$ cat config.mk
export PLATFORM = sky130hd
export DESIGN_NAME = mkt_cell
export DESIGN_NICKNAME = d
export VERILOG_FILES = /design/src/rtl/mkt_pkg.sv /design/src/rtl/mkt_cell.sv
export SDC_FILE = /design/constraint.sdc
export NUM_CORES = 1
export LEC_CHECK = 0
export ABC_CLOCK_PERIOD_IN_PS = 2820
export BUFFER_PORTS_ARGS = -buffer_cell sky130_fd_sc_hd__buf_2
export CAP_MARGIN = 20
export CORE_AREA = 8 8 129 83
export DETAILED_ROUTE_END_ITERATION = 16
export DIE_AREA = 0 0 137 91
export GPL_TIMING_DRIVEN = 0
export PLACE_DENSITY = 0.82
export SLEW_MARGIN = 20
export SYNTH_ARGS = -nofsm -noshare
export SYNTH_HDL_FRONTEND = slang
export SYNTH_SLANG_ARGS = --single-unit
$ cat constraint.sdc
create_clock -name clk -period 2.82 [get_ports clk]
set_clock_uncertainty 0.05 [all_clocks]
set_input_delay 0.564 -clock clk [delete_from_list [all_inputs] [get_ports clk]]
set_output_delay 0.564 -clock clk [all_outputs]
set_load 0.02 [all_outputs]
$ cat src/rtl/mkt_pkg.sv
// Package with types and constants of the keyswitch and controller tracker.
package mkt_pkg;
    localparam int KEY_COUNT = 128;
    localparam int STAMP_BITS = 32;
    localparam int KEY_BITS = 7;
    localparam logic [1:0] KIND_NOTE_ON = 2'd0;
    localparam logic [1:0] KIND_NOTE_OFF = 2'd1;
    localparam logic [1:0] KIND_CC = 2'd2;
    localparam logic [1:0] KIND_QUERY = 2'd3;
    localparam logic CFG_MASK_LOW = 1'b0;
    localparam logic CFG_MASK_HIGH = 1'b1;

    typedef logic [STAMP_BITS-1:0] stamp_t;

    // Token passed along the cell chain during a query scan.
    typedef struct packed {
        logic               have;
        stamp_t             best;
        logic [KEY_BITS-1:0] key;
    } scan_tok_t;

    // Command broadcast from the control unit to every cell.
    typedef struct packed {
        logic                note_on;
        logic                note_off;
        logic [KEY_BITS-1:0] key;
        stamp_t              stamp;
        logic                scan;
        logic [KEY_BITS-1:0] low_key;
        logic [KEY_BITS-1:0] high_key;
    } cell_cmd_t;
endpackage

$ cat src/rtl/mkt_cell.sv
// One key cell: holds stamp, stamp valid and held flag, and folds the scan token.
module mkt_cell (
    input  logic                      clk,
    input  logic                      rst_n,
    input  logic [mkt_pkg::KEY_BITS-1:0] my_key,
    input  logic                      is_switch,
    input  mkt_pkg::cell_cmd_t        cmd,
    input  mkt_pkg::scan_tok_t        tok_in,
    output mkt_pkg::scan_tok_t        tok_out,
    output logic                      held
);
    mkt_pkg::stamp_t    stamp_reg;
    logic               valid_reg;
    logic               held_reg;
    mkt_pkg::scan_tok_t tok_reg;
    mkt_pkg::scan_tok_t tok_next;
    logic               hit;

    assign hit = cmd.key == my_key && is_switch;

    always_comb
    begin
        tok_next = tok_in;
        if (is_switch && valid_reg && my_key >= cmd.low_key && my_key <= cmd.high_key
            && (!tok_in.have || stamp_reg > tok_in.best))
        begin
            tok_next.have = 1'b1;
            tok_next.best = stamp_reg;
            tok_next.key  = my_key;
        end
    end

    always_ff @(posedge clk or negedge rst_n)
    begin
        if (!rst_n)
        begin
            valid_reg <= 1'b0;
            held_reg  <= 1'b0;
            tok_reg   <= '0;
        end
        else
        begin
            if (cmd.note_on && hit)
            begin
                valid_reg <= 1'b1;
                held_reg  <= 1'b1;
            end
            else if (cmd.note_off && hit)
            begin
                held_reg <= 1'b0;
            end
            if (cmd.scan)
            begin
                tok_reg <= tok_next;
            end
        end
    end

    always_ff @(posedge clk)
    begin
        if (cmd.note_on && hit)
        begin
            stamp_reg <= cmd.stamp;
        end
    end

    assign tok_out = tok_reg;
    assign held = held_reg;
endmodule

==> results_tabular.tex <==
\begin{tabular}{lr}
\hline
Metric & Value \\
\hline
\multicolumn{2}{l}{\textbf{Global routing}} \\
\quad Wire length of the first global-routing pass & 17.5 mm \\
\quad Leftover overflow at the end of global routing & 0 \\
\quad Number of antenna violations at the first check in global routing & 0 \\
\quad Vias in the first global route & 3,480 \\
\quad Overall fraction of global-route tracks in use & 0.178 \\
\quad Largest net degree at the start of global routing & 43 \\
\multicolumn{2}{l}{\textbf{Worst setup path}} \\
\quad Kind of start point of the critical path & flop \\
\quad Worst R2R Setup Slack & about 0.24 ns \\
\quad Data arrival, critical path & 2.74 ns \\
\quad Path type of the worst setup path & reg -> reg \\
\quad Largest fanout on the critical path & 10 \\
\quad Element type at the critical path end & flop \\
\quad Max stage delay on crit path & slightly above 0.4 ns \\
\quad Startpoint of the worst register-to-register path & stamp\_reg[29] \\
\quad RR Endpoint & tok\_out[15] \\
\quad Required time worst endpoint & 2.98 ns \\
\quad Cells traversed along the worst timing path & ha\_1, nand4\_1, or2\_1, nor3\_2, o21ai\_1, a21oi\_2, buf\_6, buf\_12, mux2\_4 \\
\quad Number of cells on the worst reg-to-reg path & 9 \\
\quad Critical path's slowest cell & edfxtp\_1 \\
\multicolumn{2}{l}{\textbf{STA}} \\
\quad Clock period minus worst slack & between 2 and 3 ns \\
\quad Setup tns final & 0 ns \\
\quad Setup-failing EPs final & 0 \\
\quad Transition time at the pin with the least slew margin & 0.784 ns \\
\quad Relative slew slack & 0.477 \\
\quad RSZ-0062 raised after global routing & false \\
\quad Post-route clock period utilization & 0.915 \\
\quad Pins Over Slew Limit & 0 \\
\quad Number of hold violations in the final report & 0 \\
\quad Upper clock frequency limit & slightly below 400 MHz \\
\quad Worst Hold Slack & roughly 0.19 ns \\
\multicolumn{2}{l}{\textbf{Floorplanning}} \\
\quad Chip Height & roughly 91 um \\
\quad Die outline area & approximately 12,000 um2 \\
\quad Initial Util & 0.481 \\
\quad Area of the core & between 8000 and 9000 um2 \\
\quad Horizontal extent of the die & $\sim$140 um \\
\quad IO Pins & about 150 \\
\quad Cell row count & 27 \\
\multicolumn{2}{l}{\textbf{Worst hold path}} \\
\quad Worst hold-check path type & in -> async \\
\multicolumn{2}{l}{\textbf{Cells and area}} \\
\quad Layout cell share with drive strength beyond 1 & 0.482 \\
\quad Fillers & just over 700 \\
\quad Flip-flop count of the largest register after layout & 40 \\
\quad Net count, final & roughly 650 \\
\quad Area overhead of the layout relative to synthesis & 28.0\% \\
\quad Commonest cells after routing, fill and taps aside & buf\_2, mux2\_2, inv\_1, ha\_1, dfrtp\_1 \\
\quad Antenna Cells & 0 \\
\quad Most common cell after layout, fill and taps aside & buf\_2 \\
\multicolumn{2}{l}{\textbf{Synth}} \\
\quad Cells after synthesis & $\sim$340 \\
\quad Syn\_nets & 495 \\
\quad Combinational family with the most area after synthesis & multiplexers \\
\quad Warning count from the yosys run & 0 \\
\quad Leading post-synthesis cells by cell area & dfrtp\_1, edfxtp\_1, mux2\_2, ha\_1, inv\_1 \\
\quad Post-synthesis sequential element count & between 70 and 80 \\
\quad Post-synth top area cell & dfrtp\_1 \\
\quad Mux share of post-synthesis cell area & 0.212 \\
\quad Seq/Total Area, Yosys & 0.472 \\
\quad Netlist area before placement & $\sim$4300 um2 \\
\quad Syn Area/Cell & 12.4 um2 \\
\quad Synth top area share & 0.247 \\
\quad Count of cell types in the netlist & 37 \\
\quad Post-synthesis share of cell area spent on full adders, half adders and majority gates & 0.135 \\
\quad Post-synthesis share of cell area spent on xor and xnor gates & 0.0144 \\
\quad Post-synthesis compound-gate area fraction & 0.0499 \\
\quad Synth Area in Simple Gates & 0.0596 \\
\multicolumn{2}{l}{\textbf{Routing}} \\
\quad Detail Route Antenna Nets & 0 \\
\quad WL per Instance & between 15 and 20 um \\
\quad \# DRC & 0 \\
\quad Via density per instance & 5.12 \\
\quad Total length of routed wires & around 11 mm \\
\quad Total via count after detailed routing & approximately 3,200 \\
\quad DR iter-0 viols & 87 \\
\quad Router iterations before antenna repair & 4 \\
\multicolumn{2}{l}{\textbf{CTS}} \\
\quad Worst-Skew Late Latency & 0.33 ns \\
\quad \# hold bufs at CTS & 0 \\
\quad Post-CTS setup buffer count & 0 \\
\quad Clock Tree Root & clkbuf\_16 \\
\quad Clock input transition at the sequential cells of the worst setup and hold paths & approximately 0.06 ns \\
\quad Number of buffers created by CTS & 9 \\
\quad Clock tree from TritonCTS & yes \\
\quad CTS H-tree depth & 3 \\
\quad Number of clock sinks & 74 \\
\quad Maximum clock path buffer count & 2 \\
\quad Post-cts gate resize count & 0 \\
\multicolumn{2}{l}{\textbf{Place}} \\
\quad Port bufs & around 150 \\
\quad Placed wire-length estimate after detailed placement & around 8.7 mm \\
\quad Weighted congestion reported at the end of routability-driven placement & between 0.8 and 0.9 \\
\multicolumn{2}{l}{\textbf{Power and ir drop}} \\
\quad Leakage & around 2.6 nW \\
\quad VDD IR-drop max & approximately 450 uV \\
\quad Power per standard cell area & around 540 nW/um2 \\
\quad Design Power & 2.95 mW \\
\multicolumn{2}{l}{\textbf{Status}} \\
\quad Outcome & complete, no violations \\
\multicolumn{2}{l}{\textbf{Flow run}} \\
\quad Max-cap check violation count & 0 \\
\hline
\end{tabular}
[layout make-up]
class                      count  area, um2  area share
buffer                         9       65.1      0.0119
clock inverter                 7       92.6      0.0170
sequential                    74       2010       0.369
tap                          116        145      0.0266
timing repair buffer         145        728       0.134
clock buffer                   9        225      0.0413
inverter                      47        176      0.0324
multi-input combinational    213       2010       0.368
[critical path, delay by kind of cell, from the launching register on]
kind | cells | cell delay (ns)
AND/OR/NAND/NOR | 3 | 0.68
flip-flops | 1 | 0.41
buffers and inverters | 2 | 0.36
AO/OA/AOI/OAI | 2 | 0.34
adder cells (fa/ha/maj) | 1 | 0.32
multiplexers | 1 | 0.31
[report_power, final]
group          total [mW]  leakage [nW]  switching [mW]  internal, mW
combinational       0.511          1.68           0.265         0.245
clock                1.22         0.149           0.446         0.773
sequential           1.23         0.782          0.0350          1.19
total                2.95          2.61           0.746          2.21
[logic make-up (layout without fill, tap and decap cells)]
family	after synthesis	in the layout
adder cells (fa/ha/maj)	46	46
buffers and inverters	56	217
AND/OR/NAND/NOR	47	47
AO/OA/AOI/OAI	35	35
multiplexers	78	78
flip-flops	74	74
XOR/XNOR	7	7
[metal layers]
layer | global-route usage | vias to the layer above | part of all wire
li1 | - | 1537 | -
met1 | 0.235 | 1513 | 0.46
met2 | 0.275 | 112 | 0.45
met3 | 0.0633 | 12 | 0.086
met4 | 0.0387 | 0 | 0.010
met5 | 0 | - | 0
[Yosys cell counts, drive strengths merged]
cell,instances
o21ai,6
dfrtp,42
o21bai,1
nand2b,2
a21oi,20
a211oi,2
clkbuf,5
nor4,2
nor2,6
mux2,74
buf,4
edfxtp,32
nand3,9
nor2b,1
a21o,2
nand4,10
and4,1
mux2i,4
a221oi,1
o22ai,1
a221o,1
or2,1
xnor2,7
o2111a,1
nand3b,2
inv,47
ha,46
nand2,11
nor3,2
[how the worst max path moves through the flow]
stage | from | endpoint | slack, ns | depth (start not counted)
finish | stamp_reg[29] | tok_out[15] | 0.24 | 9
global route | my_key[4] | tok_out[15] | 0.05 | 11
CTS | stamp_reg[29] | tok_out[15] | 0.20 | 9
detailed placement | my_key[4] | tok_out[15] | -0.10 | 11
global placement | my_key[4] | tok_out[19] | -0.07 | 11
floorplan | tok_in[38] | tok_out[13] | 0.36 | 10
[stage by stage]
stage	setup slack [ns]	std cells	utilization	area [um2]
6_report	0.239	620	0.616	5450
2_1_floorplan	0.362	343	-	4260
5_1_grt	0.0526	620	0.616	5450
3_5_place_dp	-0.102	604	0.580	5130
3_3_place_gp	-0.0726	604	0.580	5130
4_1_cts	0.197	620	0.616	5450
No activity file was read; power rests on OpenSTA's default activity.
